File: config.mk
export PLATFORM = sky130hd
export DESIGN_NAME = tchebycheff_scalarizer
export DESIGN_NICKNAME = d
export VERILOG_FILES = /design/src/rtl/tcheb_pkg.sv /design/src/rtl/tchebycheff_scalarizer.sv
export VERILOG_INCLUDE_DIRS = /design/src /design/src/rtl
export SDC_FILE = /design/constraint.sdc
export NUM_CORES = 1
export LEC_CHECK = 0
export BUFFER_PORTS_ARGS = -buffer_cell sky130_fd_sc_hd__buf_2
export CAP_MARGIN = 20
export CORE_MARGIN = 5
export CORE_UTILIZATION = 67
export DETAILED_ROUTE_END_ITERATION = 8
export PLACE_DENSITY = 0.87
export SLEW_MARGIN = 20
export SYNTH_ARGS = -nofsm -noshare
export SYNTH_HDL_FRONTEND = slang
export SYNTH_SLANG_ARGS = --single-unit
File: constraint.sdc
create_clock -name clock -period 18.75 [get_ports clock]
set_input_delay 2.8125 -clock clock [delete_from_list [all_inputs] [get_ports clock]]
set_output_delay 2.8125 -clock clock [all_outputs]
set_load 0.03 [all_outputs]
File: src/rtl/tchebycheff_scalarizer_macros.svh
// Assertion macros shared by the scalarizer RTL.
`ifndef TCHEBYCHEFF_SCALARIZER_MACROS_SVH
`define TCHEBYCHEFF_SCALARIZER_MACROS_SVH

// Same-cycle implication, sampled on clock, off during reset.
`define TCHEB_ASSERT_IMP(label, ante, cons, msg) \
   label: assert property (@(posedge clock) disable iff (reset) (ante) |-> (cons)) \
      else $error(msg);

// Next-cycle implication, sampled on clock, off during reset.
`define TCHEB_ASSERT_NXT(label, ante, cons, msg) \
   label: assert property (@(posedge clock) disable iff (reset) (ante) |=> (cons)) \
      else $error(msg);

`endif

File: src/rtl/tcheb_pkg.sv
// Types and constants of the weighted Tchebycheff scalarizer.
`default_nettype none

package tcheb_pkg;

   // Field widths
   localparam int VALUE_W     = 32;   // signed Q16.16 inputs, unsigned result
   localparam int WEIGHT_W    = 17;   // unsigned Q1.16
   localparam int FRAC_BITS   = 16;   // fraction bits of the values (8..24)
   localparam int WEIGHT_FRAC = 16;   // fraction bits of the weight

   // Divider geometry
   localparam int Q1W   = VALUE_W + FRAC_BITS;          // normalized ratio width
   localparam int NUM_W = Q1W + WEIGHT_FRAC;            // dividend shift register
   localparam int TOP_W = NUM_W - VALUE_W;              // dividend bits above the quotient
   localparam int REM_W = (TOP_W > VALUE_W) ? TOP_W : VALUE_W;
   localparam int CNT_W = $clog2(Q1W);

   // Tiny-divisor path: multiply by 1/0.000001
   localparam logic [VALUE_W-1:0] TINY_RECIP = VALUE_W'(1000000);
   localparam longint unsigned TINY_LIMIT =
      ((64'd1 << VALUE_W) - 64'd1) / 64'd1000000;
   localparam int TINY_W = $clog2(TINY_LIMIT + 1);

   // Configuration port
   localparam int CSR_IDX_W  = 1;
   localparam int CSR_DATA_W = WEIGHT_W;

   typedef enum logic [CSR_IDX_W-1:0] {
      CSR_NORMALIZE    = 1'b0,
      CSR_WEIGHT_FLOOR = 1'b1
   } csr_index_type;

   typedef struct packed {
      logic signed [VALUE_W-1:0] obj_value;
      logic signed [VALUE_W-1:0] ideal_value;
      logic signed [VALUE_W-1:0] nadir_value;
      logic [WEIGHT_W-1:0]       weight;
      logic                      last;
   } req_type;

   typedef struct packed {
      logic [VALUE_W-1:0] scalar_value;
      logic               saturated;
   } rsp_type;

endpackage

`default_nettype wire

File: src/rtl/tchebycheff_scalarizer.sv
// Weighted Tchebycheff scalarizer: bit-serial divider, running max, result register.
// Path per element: plain weighted runs PREP, RATIO, the weight division, UPD; plain
//   tiny-weight skips the division; normalized adds the range division after PREP.
// One element at a time, accepted only in idle; the shared radix-2 restoring divider
//   (one quotient bit per cycle, 32+FRAC_BITS bits for nadir-ideal, 32 for weight) sets the pace.
// Reset (synchronous, active high): idle, no result pending, max and flag cleared,
//   normalize off, weight_floor = 1.
`default_nettype none

`include "tchebycheff_scalarizer_macros.svh"

module tchebycheff_scalarizer (
   input  wire                                    clock,
   input  wire                                    reset,
   // input element channel
   input  wire                                    req_valid,
   output logic                                   req_ready,
   input  wire tcheb_pkg::req_type                req_data,
   // result channel
   output logic                                   rsp_valid,
   input  wire                                    rsp_ready,
   output tcheb_pkg::rsp_type                     rsp_data,
   // configuration writes
   input  wire                                    csr_we,
   input  wire [tcheb_pkg::CSR_IDX_W-1:0]         csr_index,
   input  wire [tcheb_pkg::CSR_DATA_W-1:0]        csr_wdata
);

   typedef enum logic [2:0] {
      ST_IDLE,    // waiting for an element
      ST_PREP,    // deviation magnitude, range check, load first division
      ST_DIV,     // one quotient bit per cycle
      ST_RATIO,   // tiny-weight product, or load of the weight division
      ST_UPD      // fold term into running max, emit on last
   } state_type;

   // ---------------------------------------------------------------- registers
   state_type                          state_ff,        state_in;
   logic                               rsp_valid_ff,    rsp_valid_in;
   tcheb_pkg::rsp_type                 rsp_data_ff,     rsp_data_in;
   logic                               normalize_ff,    normalize_in;
   logic [tcheb_pkg::WEIGHT_W-1:0]     weight_floor_ff, weight_floor_in;
   logic [tcheb_pkg::VALUE_W-1:0]      run_max_ff,      run_max_in;
   logic                               sat_seen_ff,     sat_seen_in;

   // element held for the duration of its work
   logic [tcheb_pkg::VALUE_W:0]        diff_ff,  diff_in;   // obj - ideal, 33-bit signed
   logic [tcheb_pkg::VALUE_W:0]        rng_ff,   rng_in;    // nadir - ideal, 33-bit signed
   logic [tcheb_pkg::WEIGHT_W-1:0]     w_ff,     w_in;
   logic                               last_ff,  last_in;
   logic                               tiny_ff,  tiny_in;   // weight under the floor
   logic                               norm_ff,  norm_in;

   // divider
   logic [tcheb_pkg::REM_W-1:0]        rem_ff,   rem_in;
   logic [tcheb_pkg::NUM_W-1:0]        shf_ff,   shf_in;    // dividend out, quotient in
   logic [tcheb_pkg::VALUE_W-1:0]      div_ff,   div_in;
   logic [tcheb_pkg::CNT_W-1:0]        cnt_ff,   cnt_in;
   logic                               pass2_ff, pass2_in;  // 1: dividing by the weight

   logic [tcheb_pkg::Q1W-1:0]          ratio_ff, ratio_in;
   logic [tcheb_pkg::VALUE_W-1:0]      term_ff,  term_in;
   logic                               term_sat_ff, term_sat_in;

   // ---------------------------------------------------------------- datapath
   logic [tcheb_pkg::VALUE_W-1:0]      dev;
   logic                               rng_bad;
   logic [tcheb_pkg::NUM_W-1:0]        n2;
   logic [tcheb_pkg::TOP_W-1:0]        n2_top;
   logic                               wt_ovf;
   logic [tcheb_pkg::REM_W:0]          trial;
   logic                               qbit;
   logic [tcheb_pkg::REM_W-1:0]        rem_step;
   logic [tcheb_pkg::NUM_W-1:0]        shf_step;
   logic                               tiny_ovf;
   logic [tcheb_pkg::VALUE_W-1:0]      tiny_prod;
   logic [tcheb_pkg::VALUE_W-1:0]      new_max;
   logic                               upd_go;

   // |obj - ideal| always fits 32 bits unsigned
   assign dev = diff_ff[tcheb_pkg::VALUE_W]
              ? tcheb_pkg::VALUE_W'(-diff_ff)
              : diff_ff[tcheb_pkg::VALUE_W-1:0];

   assign rng_bad = rng_ff[tcheb_pkg::VALUE_W] || (rng_ff == '0);

   // Weight division: dividend ratio << WEIGHT_FRAC. The quotient leaves 32 bits
   // exactly when the part above the low 32 bits reaches the weight; a zero
   // weight always trips this, same as a divide by zero.
   assign n2     = tcheb_pkg::NUM_W'(ratio_ff) << tcheb_pkg::WEIGHT_FRAC;
   assign n2_top = n2[tcheb_pkg::NUM_W-1:tcheb_pkg::VALUE_W];
   assign wt_ovf = tcheb_pkg::REM_W'(n2_top) >= tcheb_pkg::REM_W'(w_ff);

   // restoring step: remainder stays below the divisor
   assign trial    = {rem_ff, shf_ff[tcheb_pkg::NUM_W-1]};
   assign qbit     = trial >= (tcheb_pkg::REM_W+1)'(div_ff);
   assign rem_step = qbit ? tcheb_pkg::REM_W'(trial - (tcheb_pkg::REM_W+1)'(div_ff))
                          : trial[tcheb_pkg::REM_W-1:0];
   assign shf_step = {shf_ff[tcheb_pkg::NUM_W-2:0], qbit};

   // tiny path: ratio * 10^6, only when the ratio is small enough to fit
   assign tiny_ovf  = ratio_ff > tcheb_pkg::Q1W'(tcheb_pkg::TINY_LIMIT);
   assign tiny_prod = tcheb_pkg::VALUE_W'(tcheb_pkg::VALUE_W'(ratio_ff[tcheb_pkg::TINY_W-1:0])
                                          * tcheb_pkg::TINY_RECIP);

   assign new_max = (term_ff > run_max_ff) ? term_ff : run_max_ff;
   // a last element waits here until the result register is free
   assign upd_go  = !last_ff || !rsp_valid_ff || rsp_ready;

   assign req_ready = (state_ff == ST_IDLE);
   assign rsp_valid = rsp_valid_ff;
   assign rsp_data  = rsp_data_ff;

   // ---------------------------------------------------------------- next state
   always_comb begin
      state_in        = state_ff;
      rsp_valid_in    = rsp_valid_ff && !rsp_ready;
      rsp_data_in     = rsp_data_ff;
      normalize_in    = normalize_ff;
      weight_floor_in = weight_floor_ff;
      run_max_in      = run_max_ff;
      sat_seen_in     = sat_seen_ff;
      diff_in         = diff_ff;
      rng_in          = rng_ff;
      w_in            = w_ff;
      last_in         = last_ff;
      tiny_in         = tiny_ff;
      norm_in         = norm_ff;
      rem_in          = rem_ff;
      shf_in          = shf_ff;
      div_in          = div_ff;
      cnt_in          = cnt_ff;
      pass2_in        = pass2_ff;
      ratio_in        = ratio_ff;
      term_in         = term_ff;
      term_sat_in     = term_sat_ff;

      if (csr_we) begin
         unique case (csr_index)
            tcheb_pkg::CSR_NORMALIZE:    normalize_in    = csr_wdata[0];
            tcheb_pkg::CSR_WEIGHT_FLOOR: weight_floor_in = csr_wdata;
         endcase
      end

      unique case (state_ff)
         ST_IDLE: begin
            if (req_valid) begin
               diff_in  = {req_data.obj_value[tcheb_pkg::VALUE_W-1], req_data.obj_value}
                        - {req_data.ideal_value[tcheb_pkg::VALUE_W-1], req_data.ideal_value};
               rng_in   = {req_data.nadir_value[tcheb_pkg::VALUE_W-1], req_data.nadir_value}
                        - {req_data.ideal_value[tcheb_pkg::VALUE_W-1], req_data.ideal_value};
               w_in     = req_data.weight;
               last_in  = req_data.last;
               tiny_in  = req_data.weight < weight_floor_ff;
               norm_in  = normalize_ff;
               state_in = ST_PREP;
            end
         end

         ST_PREP: begin
            if (norm_ff) begin
               if (rng_bad) begin
                  term_in     = '1;
                  term_sat_in = 1'b1;
                  state_in    = ST_UPD;
               end else begin
                  // dev << FRAC_BITS, left-aligned; full Q1W-bit quotient
                  rem_in   = '0;
                  shf_in   = tcheb_pkg::NUM_W'(dev) << tcheb_pkg::TOP_W;
                  div_in   = rng_ff[tcheb_pkg::VALUE_W-1:0];
                  cnt_in   = tcheb_pkg::CNT_W'(tcheb_pkg::Q1W - 1);
                  pass2_in = 1'b0;
                  state_in = ST_DIV;
               end
            end else begin
               ratio_in = tcheb_pkg::Q1W'(dev);
               state_in = ST_RATIO;
            end
         end

         ST_RATIO: begin
            if (tiny_ff) begin
               term_sat_in = tiny_ovf;
               term_in     = tiny_ovf ? '1 : tiny_prod;
               state_in    = ST_UPD;
            end else if (wt_ovf) begin
               term_in     = '1;
               term_sat_in = 1'b1;
               state_in    = ST_UPD;
            end else begin
               rem_in   = tcheb_pkg::REM_W'(n2_top);
               shf_in   = {n2[tcheb_pkg::VALUE_W-1:0], {tcheb_pkg::TOP_W{1'b0}}};
               div_in   = tcheb_pkg::VALUE_W'(w_ff);
               cnt_in   = tcheb_pkg::CNT_W'(tcheb_pkg::VALUE_W - 1);
               pass2_in = 1'b1;
               state_in = ST_DIV;
            end
         end

         ST_DIV: begin
            rem_in = rem_step;
            shf_in = shf_step;
            cnt_in = cnt_ff - tcheb_pkg::CNT_W'(1);
            if (cnt_ff == '0) begin
               if (pass2_ff) begin
                  term_in     = shf_step[tcheb_pkg::VALUE_W-1:0];
                  term_sat_in = 1'b0;
                  state_in    = ST_UPD;
               end else begin
                  ratio_in = shf_step[tcheb_pkg::Q1W-1:0];
                  state_in = ST_RATIO;
               end
            end
         end

         ST_UPD: begin
            if (upd_go) begin
               if (last_ff) begin
                  rsp_data_in.scalar_value = new_max;
                  rsp_data_in.saturated    = sat_seen_ff || term_sat_ff;
                  rsp_valid_in             = 1'b1;
                  run_max_in               = '0;
                  sat_seen_in              = 1'b0;
               end else begin
                  run_max_in  = new_max;
                  sat_seen_in = sat_seen_ff || term_sat_ff;
               end
               state_in = ST_IDLE;
            end
         end

         default: state_in = ST_IDLE;
      endcase
   end

   // ---------------------------------------------------------------- registers
   always_ff @(posedge clock) begin
      if (reset) begin
         state_ff        <= ST_IDLE;
         rsp_valid_ff    <= 1'b0;
         normalize_ff    <= 1'b0;
         weight_floor_ff <= tcheb_pkg::WEIGHT_W'(1);
         run_max_ff      <= '0;
         sat_seen_ff     <= 1'b0;
      end else begin
         state_ff        <= state_in;
         rsp_valid_ff    <= rsp_valid_in;
         normalize_ff    <= normalize_in;
         weight_floor_ff <= weight_floor_in;
         run_max_ff      <= run_max_in;
         sat_seen_ff     <= sat_seen_in;
      end
      rsp_data_ff <= rsp_data_in;
      diff_ff     <= diff_in;
      rng_ff      <= rng_in;
      w_ff        <= w_in;
      last_ff     <= last_in;
      tiny_ff     <= tiny_in;
      norm_ff     <= norm_in;
      rem_ff      <= rem_in;
      shf_ff      <= shf_in;
      div_ff      <= div_in;
      cnt_ff      <= cnt_in;
      pass2_ff    <= pass2_in;
      ratio_ff    <= ratio_in;
      term_ff     <= term_in;
      term_sat_ff <= term_sat_in;
   end

   // ---------------------------------------------------------------- checks
   `TCHEB_ASSERT_NXT(a_accept_starts_work, req_valid && req_ready, state_ff == ST_PREP, "accepted element did not start")
   `TCHEB_ASSERT_IMP(a_div_rem_below_divisor, state_ff == ST_DIV, tcheb_pkg::REM_W'(div_ff) > rem_ff, "divider remainder not below divisor")
   `TCHEB_ASSERT_IMP(a_rsp_from_last, $rose(rsp_valid_ff), $past(state_ff == ST_UPD && last_ff), "result raised without a last element")
   `TCHEB_ASSERT_NXT(a_clear_after_emit, state_ff == ST_UPD && last_ff && upd_go, run_max_ff == '0 && !sat_seen_ff, "running max not cleared after a result transfer")

endmodule

`default_nettype wire

==> qor.csv, run 1 <==
metric,value,unit
status,finished clean,
TritonCTS Buffers,40,
Required @ worst endpoint,19040,ps
Main synth FF type,edfxtp_1,
final net count,3024,
CTS Sinks,390,
Setup Viol. Count Final,0,
DR iter-0 viols,2322,
count of mapped cells out of synthesis,2441,
f_max,174,MHz
H-tree levels,2,
fin crit share,30.6,%
# rows,70,
Via Count,19500,
Hold Path Class,reg2reg,
initial antenna violation count,1,
Post-synth EDFFs,335,
Final GP Congestion,0.975,
first-pass GRT wire length,103000,µm
final WL,65400,µm
synth warn,0,
RSZ-0062 raised after global routing,false,
area delta synth->final,11.2,%
Yosys reg bits,390,
post-synthesis cell type count,63,
grt ovf,0,
top post-synthesis cells by area,"edfxtp_1, ha_1, dfxtp_1",
Yosys top cell by area,edfxtp_1,
DPL Wire Length,49200,µm
DRC,0,
"Hold-fix buffers, CTS",0,
final period demand of the worst path,5730,ps
worst clock skew,32.3,ps
ant diodes,0,
IO Pins,172,
"Slew Viols, Final",0,
total core area,0.0366,mm²
"Avg Cell Area, Syn",10.2,µm²
clk slew on worst S/H paths,60,ps
CP arrival,6030,ps
clk_lat worst skew,560,ps
number of setup buffers added after CTS,0,
Placed Area,0.0262,mm²
Worst R2R Setup Slack,13020,ps
largest net degree at the start of global routing,82,
"Hold Vio Cnt, Final",0,
Worst-Margin Slew,1090,ps
TritonCTS clock tree,yes,
average wire per standard cell,21.1,µm
Slew HR,27.2,%
router iterations before antenna repair,7,
Max Cap Viol,0,
worst hold margin,459,ps
Die Width,203,µm
post-route cell area,0.0277,mm²
Tot GR Track Use,31.4,%
fraction of layout cells with a size suffix above 1,10.4,%
initial core utilization,68.0,%
"antenna viol nets, final",0,
DIE AREA,0.0411,mm²
Synth Cell Area,0.0249,mm²
CP startpoint kind,flop,
number of global-route vias before repair,18900,
Post-synth ARST share,0,%
DP Cell Count,3018,
clock root buffer master,clkbuf_16,
IO buf count,171,
post-cts resize count,0,
kind of critical path,reg2reg,
Critical Path Fanout Max,11,
clock buffer depth,3,
vias per inst,6.32,
Synth top area share,40.4,%
Non-Filler Instances,3091,
CP endpoint kind,flop,
Sum Neg Setup Slack,0,ps
sequential fraction of the synthesis area,44.9,%
Synth Net Count,2873,
Die Y-Extent,203,µm
Filler Cells Inserted,2438,
## sequential cells by signal, summed over array words and instances, names as in the netlist, 3 cells and up
name / flops
rng_ff: 33
w_ff: 17
cnt_ff: 6
term_ff: 32
ratio_ff: 48
rem_ff: 32
run_max_ff: 32
rsp_data: 33
diff_ff: 33
weight_floor_ff: 17
div_ff: 32
state_ff: 3
shf_ff: 64
## cell families after synthesis
family,share of synthesized area [%]
adders and majority gates,16.2
xor gates and xnor gates,4.75
and+or+nand+nor,12.1
AOI/OAI and AO/OA,16.4
buffers and inverters,5.32
DFF,44.9
muxes,0.448
## through the flow
step	setup WS, ps	utilization, %
after CTS	13080	75.6
after global routing	12720	75.6
after global placement	12920	71.6
after detailed placement	12800	71.6
final	13020	75.6
after floorplan	12470	-
## path summary, 6_finish.rpt
| path | from | end | cells after the start |
|---|---|---|---|
| setup / recovery | ratio_ff[1] | term_ff[30] | 18 |
| hold / removal | weight_floor_ff[4] | weight_floor_ff[4] | 2 |
| setup reg to reg | ratio_ff[1] | term_ff[30] | 18 |
| hold reg to reg | weight_floor_ff[4] | weight_floor_ff[4] | 2 |
## cells in the final DEF (no fill, tap or decap), types with 7 or more instances in the layout
cell and count:
a211o_1 15, a211oi_1 28, a21o_1 77, a21oi_1 201, a22o_1 33, a31oi_1 15, and2_1 65, and3_1 10
buf_2 171, buf_4 16, bufinv_16 9, clkbuf_16 41, dfxtp_1 55, edfxtp_1 335, fa_1 44, ha_1 251
inv_1 273, mux2i_1 10, nand2_1 196, nand2b_1 32, nand3_1 33, nand3b_1 7, nand4_1 22, nor2_1 121
nor2b_1 37, nor3_1 27, nor4_1 16, o211ai_1 9, o21a_1 18, o21ai_0 165, o21bai_1 31, o31ai_1 14
or4_1 10, xnor2_1 69, xor2_1 66
## cell usage after synthesis (6+ instances only)
cell,number
o211ai_1,9
a211o_1,15
edfxtp_1,335
nor2b_1,37
nand2b_1,32
inv_1,273
clkbuf_1,71
o31ai_1,15
a21o_1,77
or2_2,6
a21oi_1,201
nor3_1,28
and3_1,10
dfxtp_1,55
fa_1,44
or4_1,10
nor2_1,123
ha_1,251
o21bai_1,31
xnor2_1,69
nand2_1,196
a2111oi_0,6
a22o_1,33
and2_1,66
a211oi_1,28
mux2i_1,10
o21ai_0,165
nand3b_1,7
a31oi_1,15
nand4_1,22
nand3_1,33
xor2_1,66
nor4_1,16
o21a_1,19
o41ai_1,6
## area by class of cell
cell class,instances,area [µm²],area share (%)
Sequential cell,390,11200,40.3
Tap cell,468,586,2.12
Inverter,273,1020,3.70
Timing Repair Buffer,187,976,3.53
Clock buffer,49,1080,3.89
Multi-Input combinational cell,1700,12500,45.0
Clock inverter,24,384,1.39
## worst max-delay path, cell delays in order, from the launching register on
cell	delay, ps
edfxtp_1	610
fa_1	650
inv_1	70
fa_1	510
inv_1	50
ha_1	300
fa_1	500
inv_1	60
fa_1	530
inv_1	40
ha_1	380
a2111oi_0	470
a22oi_1	200
a41oi_1	360
a21oi_1	150
nand4_1	120
nand4b_1	130
xnor2_1	220
a21oi_1	90
## layer usage
layer | wire length (µm) | share of wire (%) | GRT usage [%] | vias up
met3 | 6760 | 10 | 5.91 | 174
met4 | 2130 | 3.3 | 8.66 | 0
met5 | 0 | 0 | 0 | -
met1 | 26500 | 41 | 43.8 | 9191
met2 | 30000 | 46 | 51.0 | 1155
li1 | - | - | - | 9023
Power of run 1 is not shown: default switching activity piles up to over one toggle a cycle in this logic, so the estimate is an artifact.
==> inputs of run 2 (changes only) <==
--- a/config.mk
+++ b/config.mk
@@ -9,9 +9,9 @@
 export BUFFER_PORTS_ARGS = -buffer_cell sky130_fd_sc_hd__buf_2
 export CAP_MARGIN = 20
 export CORE_MARGIN = 5
-export CORE_UTILIZATION = 67
+export CORE_UTILIZATION = 56
 export DETAILED_ROUTE_END_ITERATION = 8
-export PLACE_DENSITY = 0.87
+export PLACE_DENSITY = 0.78
 export SLEW_MARGIN = 20
 export SYNTH_ARGS = -nofsm -noshare
 export SYNTH_HDL_FRONTEND = slang
==> constraint.sdc (replaced) <==
create_clock -name clock -period 4.9 [get_ports clock]
set_input_delay 0.735 -clock clock [delete_from_list [all_inputs] [get_ports clock]]
set_output_delay 0.735 -clock clock [all_outputs]
set_load 0.03 [all_outputs]
==> qor.csv, run 2 (synthesis gave the netlist of run 1 again) <==
metric,value,unit
status,finished clean,
clk slew on worst S/H paths,60,ps
"Hold-fix buffers, CTS",0,
Slew HR,27.7,%
Worst Hold Launch,req_data[15],
clock root buffer master,clkbuf_16,
Die Width,221,µm
H-tree levels,2,
CP endpoint kind,flop,
Via Count,19100,
CP arrival,5110,ps
number of flip-flops in the largest register,64,
vias per inst,5.87,
final WL,64500,µm
"Hold Vio Cnt, Final",0,
Hold EP,w_ff[14],
worst hold margin,396,ps
fin util,63.6,%
CP startpoint kind,flop,
Setup Viol. Count Final,0,
Place WS,-145,ps
worst clock skew,21.7,ps
R2R depth,17,
number of global-route vias before repair,18500,
DIE AREA,0.0487,mm²
area delta synth->final,12.9,%
TritonCTS Buffers,40,
Worst-Margin Slew,1080,ps
fraction of layout cells with a size suffix above 1,12.2,%
CTS Sinks,390,
post-route cell area,0.0281,mm²
IO buf count,171,
Worst R2R End,term_ff[24],
fin crit share,98.5,%
most frequent cells in the layout,"edfxtp_1, inv_1, ha_1",
TritonCTS clock tree,yes,
Placed Area,0.0266,mm²
Die Y-Extent,221,µm
RSZ-0062 raised after global routing,true,
DPL Wire Length,50000,µm
Filler Cells Inserted,3546,
"Slew Viols, Final",0,
Critical Path Fanout Max,3,
clk_lat worst skew,550,ps
Final GP Congestion,0.987,
Worst R2R Setup Slack,70,ps
largest net degree at the start of global routing,79,
average wire per standard cell,19.8,µm
initial core utilization,56.4,%
# rows,77,
fin worst setup slack,73.3,ps
final net count,3053,
total core area,0.0441,mm²
DR iter-0 viols,1887,
grt ovf,0,
final period demand of the worst path,4830,ps
"antenna viol nets, final",0,
kind of critical path,reg2reg,
leading registers by flop count,"shf_ff (64), ratio_ff (48)",
first-pass GRT wire length,100000,µm
router iterations before antenna repair,6,
Required @ worst endpoint,5190,ps
"Most flops, register",shf_ff,
Tot GR Track Use,26.2,%
DRC,0,
IO Pins,172,
Hold Path Class,in2reg,
Hold Crit Depth,1,
f_max,207,MHz
initial antenna violation count,2,
RR Startpoint,ratio_ff[2],
Max Cap Viol,0,
most common library cell in the layout ignoring fill and taps,edfxtp_1,
clock buffer depth,3,
==> run 2: changes by cell type in the layout (fill, tap and decap cells not counted), sizes merged <==
| cell | previous run | this run |
|---|---|---|
| clkbuf | 49 | 53 |
| buf | 187 | 216 |
| bufinv | 9 | 4 |
| clkinv | 9 | 13 |
| clkinvlp | 3 | 1 |
| diode | 0 | 3 |
==> run 2: layout make-up <==
cell class	count	area, µm²	share of cell area, %
Antenna cell	3	7.51	0.0267
Timing Repair Buffer	216	1210	4.32
Sequential cell	390	11200	39.7
Multi-Input combinational cell	1700	12600	44.9
Inverter	273	1020	3.65
Tap cell	592	741	2.64
Clock inverter	21	216	0.771
Clock buffer	53	1110	3.96
==> run 2: worst max path at each step <==
stage	start	to	slack, ps
global placement	ratio_ff[2]	term_ff[28]	-60
finish	ratio_ff[2]	term_ff[24]	70
CTS	ratio_ff[1]	term_ff[24]	10
floorplan	ratio_ff[1]	term_ff[28]	8
detailed placement	ratio_ff[2]	term_ff[31]	-150
global route	ratio_ff[2]	term_ff[28]	-150
==> run 2: routing by layer <==
layer / vias to the layer above / part of all wire (%) / wire, µm / track usage, %
met5: - / 0 / 0 / 0
met4: 0 / 3.7 / 2350 / 8.99
met3: 140 / 7.9 / 5120 / 3.06
met2: 788 / 46 / 29500 / 42.0
met1: 9077 / 43 / 27500 / 37.2
li1: 9076 / - / - / -
==> run 2: worst max-delay path, stage by stage, from the launching register on <==
cell and delay, ps:
edfxtp_1 430, fa_1 570, inv_1 50, fa_1 490
inv_2 50, ha_4 210, fa_1 470, inv_1 50
fa_1 500, inv_2 50, ha_4 230, a2111oi_4 380
a22oi_2 130, a21o_1 190, a211o_1 270, a21oi_2 120
nor2_1 40, or3_1 340
==> run 2: per-stage QoR <==
step	TNS (ps)	instances
floorplan	0	2441
global placement	-166	3166
detailed placement	-517	3166
CTS	0	3243
global route	-473	3245
finish	0	3248
==> run 2: timing repair <==
action	4_1_cts	5_1_grt
gates resized for setup	8	16
endpoints found under the hold margin	0	0
endpoints found under the setup margin	5	9
buffers inserted	3	2
pin swaps	12	19
Power of run 2 is left out for the same reason.
